`config.mk`:
```
export PLATFORM = sky130hd
export DESIGN_NAME = timeout_event_table
export DESIGN_NICKNAME = d
export VERILOG_FILES = /design/src/hw/rtl/tet_pkg.sv /design/src/hw/rtl/timeout_event_table.sv
export SDC_FILE = /design/constraint.sdc
export NUM_CORES = 1
export LEC_CHECK = 0
export ABC_AREA = 1
export CAP_MARGIN = 20
export CELL_PAD_IN_SITES_DETAIL_PLACEMENT = 0
export CELL_PAD_IN_SITES_GLOBAL_PLACEMENT = 1
export CORE_ASPECT_RATIO = 0.9
export CORE_MARGIN = 10
export CORE_UTILIZATION = 27
export DETAILED_ROUTE_END_ITERATION = 10
export DONT_BUFFER_PORTS = 1
export MAX_ROUTING_LAYER = met4
export PLACE_DENSITY_LB_ADDON = 0.1
export SLEW_MARGIN = 20
export SYNTH_ARGS = -nofsm -noshare
export SYNTH_HDL_FRONTEND = slang
export SYNTH_SLANG_ARGS = --single-unit
```
`constraint.sdc`:
```
create_clock -name clk -period 6.8 [get_ports clk]
set_clock_uncertainty 0.1 [all_clocks]
set_input_delay 2.04 -clock clk [delete_from_list [all_inputs] [get_ports clk]]
set_output_delay 2.04 -clock clk [all_outputs]
set_load 0.05 [all_outputs]
```
`src/hw/rtl/tet_pkg.sv`:
```
// ---------------------------------------------------------------------------
// Timeout event table package
// Shared types and codes for the one-shot timeout slot table.
// ---------------------------------------------------------------------------
package tet_pkg;

	localparam int unsigned CountW = 32;
	localparam int unsigned TagW   = 16;
	localparam int unsigned IdW    = 8;
	localparam int unsigned KindW  = 3;
	localparam int unsigned SlotW  = 4;
	localparam int unsigned MaxOut = 16;
	localparam int unsigned NumW   = 5;

	typedef enum logic [1:0] {
		ACT_TICK  = 2'd0,
		ACT_REG   = 2'd1,
		ACT_UNREG = 2'd2,
		ACT_NOP   = 2'd3
	} action_t;

	typedef enum logic [KindW-1:0] {
		KIND_REGISTERED   = 3'd0,
		KIND_FULL         = 3'd1,
		KIND_UNREGISTERED = 3'd2,
		KIND_BAD_ID       = 3'd3,
		KIND_FIRED        = 3'd4,
		KIND_NONE         = 3'd5
	} kind_t;

	typedef enum logic [2:0] {
		ST_IDLE = 3'b001,
		ST_SCAN = 3'b010,
		ST_FIN  = 3'b100
	} state_t;

	typedef struct packed {
		logic [CountW-1:0] count;
		logic [TagW-1:0]   tag;
	} slot_entry_t;

endpackage

```
`src/hw/rtl/timeout_event_table.sv`:
```
// ---------------------------------------------------------------------------
// Timeout event table
// Table of one-shot timeout slots walked one slot per cycle unless a stall holds the scan.
// ---------------------------------------------------------------------------
// Input channel s_*: one request per item. s_tuser carries the action (tick,
// register, unregister, idle), s_tdata the duration, handler tag and slot id.
// Output channel m_*: result items, m_tuser the kind, m_tlast on the final
// result of a request.
// Slots live in a single-port-write, single-port-read memory with registered
// read data; one sequencer walks it one slot per cycle, unless a stalled fire
// holds it, through one shared decrement and compare path.
// Idle action: taken with no result, the table stays ready. Unregister: result
// registered as the request is taken. Register: scan of up to NUM_SLOTS slots
// for the lowest free slot, result at its end. Tick: scan of all NUM_SLOTS
// slots, then a closing state that loads the final result once the output
// register is free. Each next request waits until the result has been taken.
// Fired results leave through a one-deep pending register and the output
// register; when the receiver stalls, the scan holds on the next reported
// fire until the output register drains.
// Reset clears the per-slot valid bits at once, so every slot reads as free
// with count and tag zero; no clearing pass runs.
// A new request is taken only in idle with the output register empty.
// ---------------------------------------------------------------------------
module timeout_event_table #(
	parameter int unsigned NUM_SLOTS = 16
) (
	input  logic        clk,
	input  logic        arst_n,
	input  logic        s_tvalid,
	output logic        s_tready,
	input  logic [55:0] s_tdata,   // duration_ticks[31:0], handler_tag[47:32], slot_id[55:48]
	input  logic [1:0]  s_tuser,   // action[1:0]
	output logic        m_tvalid,
	input  logic        m_tready,
	output logic [23:0] m_tdata,   // slot[3:0], fired_tag[19:4], zero[23:20]
	output logic [2:0]  m_tuser,   // kind[2:0]
	output logic        m_tlast
);

	localparam int unsigned IW = (NUM_SLOTS > 1) ? $clog2(NUM_SLOTS) : 1;
	localparam logic [IW-1:0] LastIdx = IW'(NUM_SLOTS - 1);

	tet_pkg::slot_entry_t mem_q [NUM_SLOTS];
	tet_pkg::slot_entry_t rd_q;
	logic [NUM_SLOTS-1:0] vld_q;

	tet_pkg::state_t  st_q;
	tet_pkg::action_t act_q;
	logic [tet_pkg::CountW-1:0] dur_q;
	logic [tet_pkg::TagW-1:0]   tag_q;
	logic [IW-1:0]              idx_q;
	logic [tet_pkg::NumW-1:0]   fire_cnt_q;

	logic                       pend_vld_q;
	logic [IW-1:0]              pend_slot_q;
	logic [tet_pkg::TagW-1:0]   pend_tag_q;

	logic                       out_vld_q;
	tet_pkg::kind_t             out_kind_q;
	logic [tet_pkg::SlotW-1:0]  out_slot_q;
	logic [tet_pkg::TagW-1:0]   out_tag_q;
	logic                       out_last_q;

	logic [tet_pkg::CountW-1:0] in_dur;
	logic [tet_pkg::TagW-1:0]   in_tag;
	logic [tet_pkg::IdW-1:0]    in_id;
	tet_pkg::action_t           in_act;
	logic                       in_take;

	logic                       out_free;
	logic                       out_load;
	logic                       eff_vld;
	logic [tet_pkg::CountW-1:0] eff_cnt;
	logic [tet_pkg::TagW-1:0]   eff_tag;
	logic [tet_pkg::CountW-1:0] dec_cnt;
	logic                       is_free;
	logic                       live;
	logic                       fire;
	logic                       report;
	logic                       stall;
	logic                       at_last;
	logic [IW-1:0]              rd_addr;
	logic                       mem_we;
	tet_pkg::slot_entry_t       mem_wdata;
	logic [IW+3:0]              idx_ext;
	logic [IW+3:0]              pend_ext;
	logic [IW-1:0]              id_idx;
	logic [tet_pkg::IdW+IW-1:0] id_ext;

	assign in_dur  = s_tdata[31:0];
	assign in_tag  = s_tdata[47:32];
	assign in_id   = s_tdata[55:48];
	assign in_act  = tet_pkg::action_t'(s_tuser);
	assign id_ext  = {{IW{1'b0}}, in_id};
	assign id_idx  = id_ext[IW-1:0];

	assign s_tready = (st_q == tet_pkg::ST_IDLE) && !out_vld_q;
	assign in_take  = s_tvalid && s_tready;

	assign m_tvalid = out_vld_q;
	assign m_tdata  = {4'b0000, out_tag_q, out_slot_q};
	assign m_tuser  = out_kind_q;
	assign m_tlast  = out_last_q;

	assign out_free = !out_vld_q || m_tready;
	assign eff_vld  = vld_q[idx_q];
	assign eff_cnt  = eff_vld ? rd_q.count : '0;
	assign eff_tag  = eff_vld ? rd_q.tag : '0;
	assign dec_cnt  = eff_cnt - 1'b1;
	assign is_free  = (eff_cnt == '0) && (eff_tag == '0);
	assign live     = (eff_cnt != '0);
	assign fire     = live && (dec_cnt == '0) && (eff_tag != '0);
	assign report   = fire && !fire_cnt_q[tet_pkg::NumW-1];
	assign stall    = (act_q == tet_pkg::ACT_TICK) && report && pend_vld_q && !out_free;
	assign at_last  = (idx_q == LastIdx);
	assign idx_ext  = {4'b0000, idx_q};
	assign pend_ext = {4'b0000, pend_slot_q};

	always_comb begin
		out_load = 1'b0;
		unique case (st_q)
			tet_pkg::ST_IDLE: begin
				out_load = in_take && (in_act == tet_pkg::ACT_UNREG);
			end
			tet_pkg::ST_SCAN: begin
				if (act_q == tet_pkg::ACT_REG) begin
					out_load = is_free || at_last;
				end else begin
					out_load = !stall && report && pend_vld_q;
				end
			end
			tet_pkg::ST_FIN: begin
				out_load = out_free;
			end
			default: begin
				out_load = 1'b0;
			end
		endcase
	end

	always_comb begin
		rd_addr   = idx_q;
		mem_we    = 1'b0;
		mem_wdata = '{count: dec_cnt, tag: (fire ? '0 : eff_tag)};
		unique case (st_q)
			tet_pkg::ST_IDLE: begin
				rd_addr = '0;
			end
			tet_pkg::ST_SCAN: begin
				rd_addr = stall ? idx_q : (idx_q + 1'b1);
				if (act_q == tet_pkg::ACT_REG) begin
					mem_we    = is_free;
					mem_wdata = '{count: dur_q, tag: tag_q};
				end else begin
					mem_we = live && !stall;
				end
			end
			tet_pkg::ST_FIN: begin
				rd_addr = idx_q;
			end
			default: begin
				rd_addr = idx_q;
			end
		endcase
	end

	always_ff @(posedge clk) begin
		if (mem_we) begin
			mem_q[idx_q] <= mem_wdata;
		end
		rd_q <= mem_q[rd_addr];
	end

	always_ff @(posedge clk or negedge arst_n) begin
		if (!arst_n) begin
			st_q        <= tet_pkg::ST_IDLE;
			act_q       <= tet_pkg::ACT_NOP;
			dur_q       <= '0;
			tag_q       <= '0;
			idx_q       <= '0;
			fire_cnt_q  <= '0;
			vld_q       <= '0;
			pend_vld_q  <= 1'b0;
			pend_slot_q <= '0;
			pend_tag_q  <= '0;
			out_vld_q   <= 1'b0;
			out_kind_q  <= tet_pkg::KIND_NONE;
			out_slot_q  <= '0;
			out_tag_q   <= '0;
			out_last_q  <= 1'b0;
		end else begin
			if (out_vld_q && m_tready && !out_load) begin
				out_vld_q <= 1'b0;
			end
			unique case (st_q)
				tet_pkg::ST_IDLE: begin
					if (in_take) begin
						act_q      <= in_act;
						dur_q      <= in_dur;
						tag_q      <= in_tag;
						idx_q      <= '0;
						fire_cnt_q <= '0;
						pend_vld_q <= 1'b0;
						case (in_act) inside
							tet_pkg::ACT_TICK, tet_pkg::ACT_REG: begin
								st_q <= tet_pkg::ST_SCAN;
							end
							tet_pkg::ACT_UNREG: begin
								out_vld_q  <= 1'b1;
								out_slot_q <= '0;
								out_tag_q  <= '0;
								out_last_q <= 1'b1;
								if (in_id < tet_pkg::IdW'(NUM_SLOTS)) begin
									out_kind_q     <= tet_pkg::KIND_UNREGISTERED;
									vld_q[id_idx]  <= 1'b0;
								end else begin
									out_kind_q <= tet_pkg::KIND_BAD_ID;
								end
							end
							default: begin
								st_q <= tet_pkg::ST_IDLE;
							end
						endcase
					end
				end
				tet_pkg::ST_SCAN: begin
					if (act_q == tet_pkg::ACT_REG) begin
						if (is_free) begin
							vld_q[idx_q] <= 1'b1;
							out_vld_q    <= 1'b1;
							out_kind_q   <= tet_pkg::KIND_REGISTERED;
							out_slot_q   <= idx_ext[3:0];
							out_tag_q    <= '0;
							out_last_q   <= 1'b1;
							st_q         <= tet_pkg::ST_IDLE;
						end else if (at_last) begin
							out_vld_q  <= 1'b1;
							out_kind_q <= tet_pkg::KIND_FULL;
							out_slot_q <= '0;
							out_tag_q  <= '0;
							out_last_q <= 1'b1;
							st_q       <= tet_pkg::ST_IDLE;
						end else begin
							idx_q <= idx_q + 1'b1;
						end
					end else if (!stall) begin
						if (report) begin
							if (pend_vld_q) begin
								out_vld_q  <= 1'b1;
								out_kind_q <= tet_pkg::KIND_FIRED;
								out_slot_q <= pend_ext[3:0];
								out_tag_q  <= pend_tag_q;
								out_last_q <= 1'b0;
							end
							pend_vld_q  <= 1'b1;
							pend_slot_q <= idx_q;
							pend_tag_q  <= eff_tag;
							fire_cnt_q  <= fire_cnt_q + 1'b1;
						end
						if (at_last) begin
							st_q <= tet_pkg::ST_FIN;
						end else begin
							idx_q <= idx_q + 1'b1;
						end
					end
				end
				tet_pkg::ST_FIN: begin
					if (out_free) begin
						out_vld_q  <= 1'b1;
						out_last_q <= 1'b1;
						if (pend_vld_q) begin
							out_kind_q <= tet_pkg::KIND_FIRED;
							out_slot_q <= pend_ext[3:0];
							out_tag_q  <= pend_tag_q;
						end else begin
							out_kind_q <= tet_pkg::KIND_NONE;
							out_slot_q <= '0;
							out_tag_q  <= '0;
						end
						pend_vld_q <= 1'b0;
						st_q       <= tet_pkg::ST_IDLE;
					end
				end
				default: begin
					st_q <= tet_pkg::ST_IDLE;
				end
			endcase
		end
	end

endmodule

```
# Yosys cells after proc, flatten, opt, wreduce, memory -nomap -nowiden
# Memory sizes are Yosys's and may differ from the RTL's. A register that Yosys moved wholly into a read port is not among the register bits.
# Index checks and enable logic that the tools add are counted.
# word_totals
regBits	124
mem_bits_rw	768
inputBits	62
output_inout_bits	30
wordCells	208
n_memories	1
# memory_table
name	depth	width	rd	rd_ports_with_merged_regs	write_ports	line_no	source
mem_q	16	48	1	1	1	timeout_event_table.sv:43	tet_pkg::slot_entry_t mem_q [NUM_SLOTS];
# op_classes
addsub	3
n_lt_le_gt_ge	5
n_eq_ne	25
n_mux	112
bitwise_logic	5
reduce_logical	42
# op_table
op	n
$mux 16	19
$mux 48	2
$mux 4	17
$logic_not 32->1	2
$mux 3	18
$pmux 16 s3	1
$mux 1	36
$mux 32	1
$pmux 16 s2	1
$reduce_bool 32->1	1
$sub 32x1->32 const B	1
$mux 5	4
$ne 3x3->1 const B	6
$pmux 3 s3	2
$logic_and 1x1->1	17
$and 16x16->16	1
$logic_not 16->1	1
$ne 2x2->1 const B	8
$not 16->16	1
$or 16x16->16	1
$pmux 4 s2	2
$reduce_bool 16->1	1
$pmux 1 s3	4
$pmux 4 s3	1
30 further kinds	44

# Depth between registers and ports, before layout
# Gate-level depths: netlist of run 1.
# depth
depth_word	24
mapped_depth	39
ltp_nobuf	32

# Worst setup path before layout of run 1
# No wires, ideal clock.
# synth_timing
path_type	reg2reg
start	reg idx_q[0]
end	mem mem_q[7][0] (netlist name) (enable)
arrival_ns	6.806
required_time_ns	6.187
slack_ns	-0.620
path_stages_with_launch	31
path_buffers	6
synth_period_minus_slack_ns	7.420
cell_sequence	dfrtp_1 -> inv_2 -> buf_6 -> nand2_1 -> nand3_1 -> nand2_1 -> nand2_1 -> nand2_2 -> inv_2 -> nand2_4 -> buf_6 -> buf_4 -> buf_2 -> clkbuf_1 -> nand2_1 -> ha_1 -> inv_1 -> nor2_2 -> nand2_2 -> nor2_4 -> nand2_1 -> nand2_1 -> nand2_1 -> nand2_1 -> nor2_1 -> nand3_1 -> nor2_8 -> nand4_4 -> a31oi_1 -> clkbuf_1 -> nor3_1
# synth_between
elab_chain_cells	17
elab_cells_between_ends	23
classes_between	add/sub (1); mux (8); reduce/logical (14)
# synth_lines
item	line_no	source
from (decl)	timeout_event_table.sv:51	logic [IW-1:0] idx_q;
from (signal assigned)	timeout_event_table.sv:244	idx_q <= idx_q + 1'b1;
from (signal assigned)	timeout_event_table.sv:263	idx_q <= idx_q + 1'b1;
$bmux 1 s4	timeout_event_table.sv:106	assign eff_vld = vld_q[idx_q];
$mux 1 (not written as such)	timeout_event_table.sv:106	
$mux 32	timeout_event_table.sv:107	assign eff_cnt = eff_vld ? rd_q.count : '0;
$sub 32x1->32	timeout_event_table.sv:109	assign dec_cnt = eff_cnt - 1'b1;
$logic_not 32->1	timeout_event_table.sv:112	assign fire = live && (dec_cnt == '0) && (eff_tag != '0);
$logic_and 1x1->1 (2 in series)	timeout_event_table.sv:112	
$logic_and 1x1->1	timeout_event_table.sv:113	assign report = fire && !fire_cnt_q[tet_pkg::NumW-1];
$logic_and 1x1->1 (3 in series)	timeout_event_table.sv:114	assign stall = (act_q == tet_pkg::ACT_TICK) && report && pend_vld_q && !out_free;
$logic_not 1->1	-	
$logic_and 1x1->1	timeout_event_table.sv:155	mem_we = live && !stall;
$mux 1	timeout_event_table.sv:151	if (act_q == tet_pkg::ACT_REG) begin
$mux 1	timeout_event_table.sv:145	unique case (st_q)
$mux 1	timeout_event_table.sv:168	if (mem_we) begin
$mux 1 (not written as such)	timeout_event_table.sv:169	mem_q[idx_q] <= mem_wdata;
to (decl)	timeout_event_table.sv:43	
# Several ways; a longest one is shown, not always the timed one. The select of a mux whose other input is x is not followed.

# Final worst setup path of run 1
# layout_timing
start	reg idx_q[0]
end	reg, netlist name rd_q[28]
# layout_between
elab_chain_cells	13
elab_cells_between_ends	17
classes_between	add/sub (2); mux (6); reduce/logical (9)
# layout_lines
item	line_no	source
$bmux 1 s4	timeout_event_table.sv:106	
$mux 1 (not written as such)	timeout_event_table.sv:106	
$mux 32	timeout_event_table.sv:107	
$sub 32x1->32	timeout_event_table.sv:109	
$logic_not 32->1	timeout_event_table.sv:112	
$logic_and 1x1->1 (2 in series)	timeout_event_table.sv:112	
$logic_and 1x1->1	timeout_event_table.sv:113	
$logic_and 1x1->1 (3 in series)	timeout_event_table.sv:114	
$mux 4	timeout_event_table.sv:150	rd_addr = stall ? idx_q : (idx_q + 1'b1);
$pmux 4 s2 *	timeout_event_table.sv:145	
# Mark *: on every way between the ends. The rest lies on a longest branch, timed or not. The select of a mux whose other input is x is not followed.
# A chain may end at the register's enable or synchronous reset.

==> impl_summary.log, run 1 <==
INFO  metric rr_startpoint = idx_q[0]
INFO  metric area.growth.synth_to_final = 15.5%
INFO  metric die_area = 171000 µm²
INFO  metric post_cts.repair.setup_buffers = 0
INFO  metric timing.critical_path.required = 7.38 ns
INFO  metric ant_nets = 0
INFO  metric largest_net_degree_at_the_start_of_global_routing = 125
INFO  metric power.total = 0.0227 W
INFO  metric cts_hold_buffers = 0
INFO  metric drt_wl_total = 150000 µm
INFO  metric max-vdd-ir-drop = 0.000272 V
INFO  metric cts_resized = 0
INFO  metric hp-class = reg2reg
INFO  metric hpwlAfterDp = 79000 µm
INFO  metric maxSlewHeadroom = 0.277
INFO  metric num_vias = 29600
INFO  metric antenna_found_initial = 3
INFO  metric hold_viol = 0
INFO  metric synth.cell_area = 41800 µm²
INFO  metric post_synth_inst_count = 4184
INFO  metric postSynth.topFlopCell = edfxtp_1
INFO  metric ys_seq_area_frac = 0.649
INFO  metric cpMostUsedCell = nand2_1
INFO  metric grt_pass1_vias = 28600
INFO  metric synth-edff-count = 768
INFO  metric num-nets-final = 4214
INFO  metric cp.arrival = 6.57 ns
INFO  metric drt_drc_violations_left = 0
INFO  metric detail_route.iter0.violations = 2242
INFO  metric cts_made_buffers = 110
INFO  metric min_period_over_period = 0.881
INFO  metric critical_path.slowest_cell = buf_4
INFO  metric grt_overflow_total = 0
INFO  metric rrSetupSlack = 0.81 ns
INFO  metric setup-tns-final = 0 ns
INFO  metric startpoint = idx_q[0]
INFO  metric placementRows = 136
INFO  metric cts_tree = built
INFO  metric route.detailed.vias_per_inst = 4.69
INFO  metric synthArstFlopShare = 0.132
INFO  metric synth_area_leaders = edfxtp_1, nand2_1, nand3_1, dfrtp_1, inv_1
INFO  metric max_freq = 167 MHz
INFO  metric grt_setup_unrepaired = false
INFO  metric outcome = complete, no violations
INFO  metric ys_seq_elements = 940
INFO  metric worst-r2r-cell-count = 30
INFO  metric setup_violations = 0
INFO  metric setup.worst_path.start_class = flop
INFO  metric finalCriticalPeriod = 5.99 ns
INFO  metric worstReg2RegEnd = rd_q[28]
INFO  metric core_area = 153000 µm²
INFO  metric post_synth_num_cell_types = 56
INFO  metric synth_warnings = 0
INFO  metric timing.critical_path.to_type = flop
INFO  metric clk_pin_slew_worst_paths = 0.06 ns
INFO  metric wl_per_cell = 23.8 µm
INFO  metric final_layout_size_suffix_gt1_frac = 0.0802
INFO  metric worst-path-max-fanout = 56
INFO  metric count_of_final_max_slew_check_failures = 0
INFO  metric timing_worst_setup_path_type = reg2reg
INFO  metric hold_end = dur_q[27]
INFO  metric cts_htree_levels = 3
INFO  metric timing.max_cap.violations = 0
INFO  metric chip_height = 393 µm
INFO  metric top_level_ports = 92
INFO  metric cts_num_sinks = 940
INFO  metric first_pass_grt_wire_length = 216000 µm
INFO  metric numPortBuffers = 0
INFO  metric worst_skew_pair.late_latency = 0.75 ns
INFO  metric yosys.area.top_type_share = 0.551
INFO  metric drt_pass1_iterations = 5
INFO  metric timing_worst_slew_pin_value = 1.09 ns
INFO  metric ctsRootBufferMaster = clkbuf_16
INFO  metric synth_area_leader_cell = edfxtp_1
INFO  metric leakagePower = 19.5 nW
INFO  metric place.gp.congestion = 0.776
INFO  metric avgSynthCellArea = 10.0 µm²
INFO  metric die_w = 435 µm
INFO  metric worstHoldPathCells = 2
INFO  metric grt_use_total = 0.175
INFO  metric floorplan.initialDensity = 0.273
INFO  metric maximum_buffer_depth_of_the_clock_tree = 3
INFO  metric critical_path.max_stage_delay = 0.69 ns
INFO  metric worstHoldStart = dur_q[27]
INFO  metric power.density_cell_area = 470 nW/µm²
==> routing by layer <==
layer | share of wire | wire length, µm | track usage | vias up
li1 | - | - | - | 14100
met1 | 0.48 | 72300 | 0.242 | 14800
met2 | 0.46 | 69400 | 0.272 | 527
met3 | 0.034 | 5040 | 0.0228 | 177
met4 | 0.022 | 3270 | 0.0411 | 0
met5 | 0 | 0 | - | -
==> report_power, final <==
group	internal, W	switching, W	leakage (nW)
registers	0.00816	0.000611	9.00
logic	0.00197	0.00602	8.74
clock network	0.00350	0.00246	1.75
==> cell families (layout without fill, tap and decap cells) <==
group | count (synthesis) | in the layout | synth area share
and+or+nand+nor | 2359 | 2359 | 0.251
muxes | 1 | 1 | 0.000269
xor gates and xnor gates | 5 | 5 | 0.00105
buffers and inverters | 688 | 740 | 0.0692
adders and majority gates | 7 | 7 | 0.00209
DFF | 940 | 940 | 0.649
other | 1 | 6 | 0.0000896
AOI/OAI and AO/OA | 183 | 183 | 0.0273
==> Yosys cell counts (17+ instances only) <==
| cell type | instances |
|---|---|
| nand2_1 | 1239 |
| nand3_1 | 871 |
| edfxtp_1 | 768 |
| inv_1 | 426 |
| dfrtp_1 | 119 |
| buf_2 | 104 |
| nand3b_1 | 100 |
| o21ai_0 | 93 |
| nor2_1 | 87 |
| clkbuf_1 | 85 |
| dfxtp_1 | 48 |
| buf_4 | 37 |
| buf_1 | 22 |
| o31ai_1 | 22 |
| o41ai_1 | 19 |
| nor3_1 | 17 |
==> flip-flops by register name, summed over array words and instances (netlist names), 4 cells and up <==
signal and flops:
mem_q 768, rd_q 48, fire_cnt_q 5, out_tag_q 16
out_slot_q 4, dur_q 32, tag_q 16, pend_tag_q 16
idx_q 4, pend_slot_q 4, vld_q 16
==> worst max-delay path, delay by kind of cell (launching register included) <==
family        cells  cell delay (ns)
simple gates     24             3.20
flops             1             0.54
fa+ha+maj         1             0.24
buf+inv           5             1.75
==> area by class of cell <==
type	count	area, µm²
multi-input combinational	2559	12100
clock buffer	174	3210
inverter	434	1640
sequential	940	27100
fill	15900	105000
antenna	2	5.00
tap	2070	2590
timing repair buffer	100	1230
clock inverter	32	403
==> layout by cell type, fill, tap and decap left out, drive strengths merged, types with 17 or more instances in the layout <==
master | netlist | final
nor2 | 99 | 99
inv | 433 | 436
o21ai | 100 | 100
buf | 169 | 100
nand3 | 872 | 872
nor3 | 17 | 17
nand2 | 1250 | 1250
o31ai | 24 | 24
clkbuf | 85 | 174
dfxtp | 48 | 48
edfxtp | 768 | 768
dfrtp | 119 | 119
clkinv | 1 | 20
o41ai | 20 | 20
nand3b | 100 | 100
==> worst max-delay path by stage <==
| stage | end |
|---|---|
| finish | rd_q[28] |
| global route | rd_q[25] |
| CTS | rd_q[45] |
| detailed placement | rd_q[28] |
| global placement | rd_q[19] |
| floorplan | mem_q[1][0] |
==> per-stage QoR <==
step / cells / worst slack (ns) / cell area, µm² / hold slack (ns) / util
after floorplan: 4187 / -0.414 / 41900 / 0.344 / -
after global placement: 6101 / 0.767 / 44600 / 0.359 / 0.291
after detailed placement: 6102 / 0.771 / 44700 / 0.362 / 0.291
after CTS: 6308 / 0.757 / 48300 / 0.377 / 0.315
after global routing: 6310 / 0.315 / 48300 / 0.405 / 0.315
final: 6311 / 0.812 / 48300 / 0.372 / 0.315
(Power assumes the default switching activity.)
==> inputs of run 2 (changes only) <==
==> constraint.sdc (replaced) <==
create_clock -name clk -period 6.4 [get_ports clk]
set_clock_uncertainty 0.1 [all_clocks]
set_input_delay 1.92 -clock clk [delete_from_list [all_inputs] [get_ports clk]]
set_output_delay 1.92 -clock clk [all_outputs]
set_load 0.05 [all_outputs]
==> run 2 against run 1 <==
  * Global-route usage is essentially flat
  * Fmax grew 7.4%
  * Wire length is 0.52% lower
==> impl_summary.log, run 2 (synthesis gave the netlist of run 1 again) <==
INFO  metric outcome = complete, no violations
INFO  metric hold_viol = 0 (unchanged)
INFO  metric floorplan.initialDensity = 0.273 (unchanged)
INFO  metric setup_violations = 0 (unchanged)
INFO  metric startpoint = idx_q[0]
INFO  metric critical_path.max_stage_delay = 0.53 ns (-0.16 ns)
INFO  metric core_area = 153000 µm² (unchanged)
INFO  metric max_freq = 179 MHz (+7.4%)
INFO  metric power.density_cell_area = 499 nW/µm² (+6.2%)
INFO  metric registers.top_by_ff_count = mem_q
INFO  metric detail_route.iter0.violations = 2029 (-9.5%)
INFO  metric top_level_ports = 92 (unchanged)
INFO  metric final_common_cell = nand2_1
INFO  metric maxSlewHeadroom = 0.314 (+0.0371)
INFO  metric timing.max_cap.violations = 0 (unchanged)
INFO  metric maximum_buffer_depth_of_the_clock_tree = 3 (unchanged)
INFO  metric final_core_utilization = 0.314 (-0.000897)
INFO  metric final_cell_mix = nand2_1, nand3_1, edfxtp_1
INFO  metric worst_skew_pair.late_latency = 0.75 ns (about the same)
INFO  metric cpMostUsedCell = nand2_1
INFO  metric first_pass_grt_wire_length = 217000 µm (+0.67%)
INFO  metric place.gp.congestion = 0.763 (-1.7%)
INFO  metric clk_pin_slew_worst_paths = 0.06 ns (about the same)
INFO  metric post_cts.repair.setup_buffers = 0 (unchanged)
INFO  metric leakagePower = 19.5 nW (-0.20%)
INFO  metric count_of_final_max_slew_check_failures = 0 (unchanged)
INFO  metric die_w = 435 µm (unchanged)
INFO  metric largest_net_degree_at_the_start_of_global_routing = 188 (+50%)
INFO  metric cp.arrival = 6.09 ns (-0.48 ns)
INFO  metric drt_pass1_iterations = 5 (unchanged)
INFO  metric wl_per_cell = 23.7 µm (-0.39%)
INFO  metric ctsRootBufferMaster = clkbuf_16
INFO  metric chip_height = 393 µm (unchanged)
INFO  metric hpwlAfterDp = 78100 µm (-1.1%)
INFO  metric finalCriticalPeriod = 5.58 ns (-0.413 ns)
INFO  metric area.growth.synth_to_final = 15.1%
INFO  metric timing_worst_setup_path_type = reg2reg
INFO  metric ant_nets = 0 (unchanged)
INFO  metric reg.largest.list = mem_q: 768 flops, rd_q: 48 flops, dur_q: 32 flops
INFO  metric place.detailed.instances = 6098 (-0.066%)
INFO  metric drt_drc_violations_left = 0 (unchanged)
INFO  metric grt_pass1_vias = 29100 (+1.9%)
INFO  metric critical_path.slowest_cell = dfrtp_1
INFO  metric cts_hold_buffers = 0 (unchanged)
INFO  metric cts_made_buffers = 108 (-1.8%)
INFO  metric busiest_layer_in_global_routing = met2
INFO  metric die_area = 171000 µm² (unchanged)
INFO  metric placementRows = 136 (unchanged)
INFO  metric grt_overflow_total = 0 (unchanged)
INFO  metric cts_resized = 0 (unchanged)
INFO  metric cts_num_sinks = 940 (unchanged)
INFO  metric grt_use_met3 = 0.0218 (-0.00100)
INFO  metric setup.worst_path.start_class = flop
INFO  metric max-vdd-ir-drop = 0.000354 V (+30%)
INFO  metric num_vias = 29400 (-0.52%)
INFO  metric largest_register_ff_count = 768 (unchanged)
INFO  metric cts_tree = built
INFO  metric grt_setup_unrepaired = false
INFO  metric route.detailed.vias_per_inst = 4.67 (-0.40%)
INFO  metric timing_worst_slew_pin_value = 1.03 ns (-0.0557 ns)
INFO  metric num-nets-final = 4207 (-0.17%)
INFO  metric min_period_over_period = 0.871 (-0.00944)
INFO  metric drt_wl_total = 149000 µm (-0.52%)
INFO  metric timing.critical_path.required = 6.91 ns (-0.47 ns)
INFO  metric worstHoldStart = dur_q[10]
INFO  metric stdcell_count = 6303 (-0.13%)
INFO  metric timing.critical_path.to_type = flop
INFO  metric global_route.usage.met1 = 0.238 (-0.00433)
INFO  metric globalRouteMet2Util = 0.277 (+0.00526)
INFO  metric final_layout_size_suffix_gt1_frac = 0.0794 (-0.000831)
INFO  metric cts_htree_levels = 3 (unchanged)
INFO  metric antenna_found_initial = 1 (-2)
INFO  metric worst-path-max-fanout = 32 (-43%)
INFO  metric numPortBuffers = 0 (unchanged)
INFO  metric grt_use_total = 0.175 (about the same)
INFO  metric rr_startpoint = idx_q[0]
INFO  metric antennaDiodeCount = 0 (-2)
INFO  metric hp-class = reg2reg
==> run 2: final cells by class <==
| cell class | count | area, µm² |
|---|---|---|
| Fill cell | 15800 | 105000 |
| Clock inverter | 49 | 440 |
| Clock buffer | 156 | 3080 |
| Inverter | 434 | 1640 |
| Timing Repair Buffer | 95 | 1200 |
| Tap cell | 2070 | 2590 |
| Sequential cell | 940 | 27100 |
| Multi-Input combinational cell | 2559 | 12100 |
==> run 2: metal layers <==
layer	wire length, µm	vias to the layer above	share of wire
li1	-	14000	-
met1	71700	14800	0.48
met2	69900	457	0.47
met3	4270	184	0.029
met4	3440	0	0.023
met5	0	-	0
==> run 2: path summary, 6_finish.rpt <==
| path | end | slack (ns) | depth (start not counted) |
|---|---|---|---|
| max | rd_q[31] | 0.82 | 31 |
| min | dur_q[10] | 0.38 | 2 |
| max reg2reg | rd_q[31] | 0.82 | 31 |
| min reg2reg | dur_q[10] | 0.38 | 2 |
| max in group asynchronous | m_tuser[2] | 5.17 | 0 |
| min in group asynchronous | st_q[1] | 0.78 | 0 |
==> run 2: power breakdown <==
part	leakage (nW)	switching, W	internal (W)
Combinational	8.73	0.00633	0.00214
Sequential	9.00	0.000678	0.00866
Clock	1.73	0.00262	0.00361
==> run 2: per-stage QoR <==
step / hold slack (ns) / power, W / TNS, ns / worst slack, ns / cell area [µm²]
global placement: 0.365 / 0.0182 / 0 / 0.809 / 44600
global route: 0.400 / 0.0256 / 0 / 0.284 / 48200
CTS: 0.381 / 0.0245 / 0 / 0.805 / 48200
finish: 0.380 / 0.0240 / 0 / 0.825 / 48200
floorplan: 0.344 / 0.0144 / -234.50 / -0.814 / 41900
detailed placement: 0.365 / 0.0181 / 0 / 0.850 / 44600
==> run 2: critical path, delay by kind of cell, from the launching register on <==
family,cells,cell delay [ns]
DFF,1,0.53
adders and majority gates,1,0.24
buffers and inverters,5,0.99
and+or+nand+nor,25,3.48
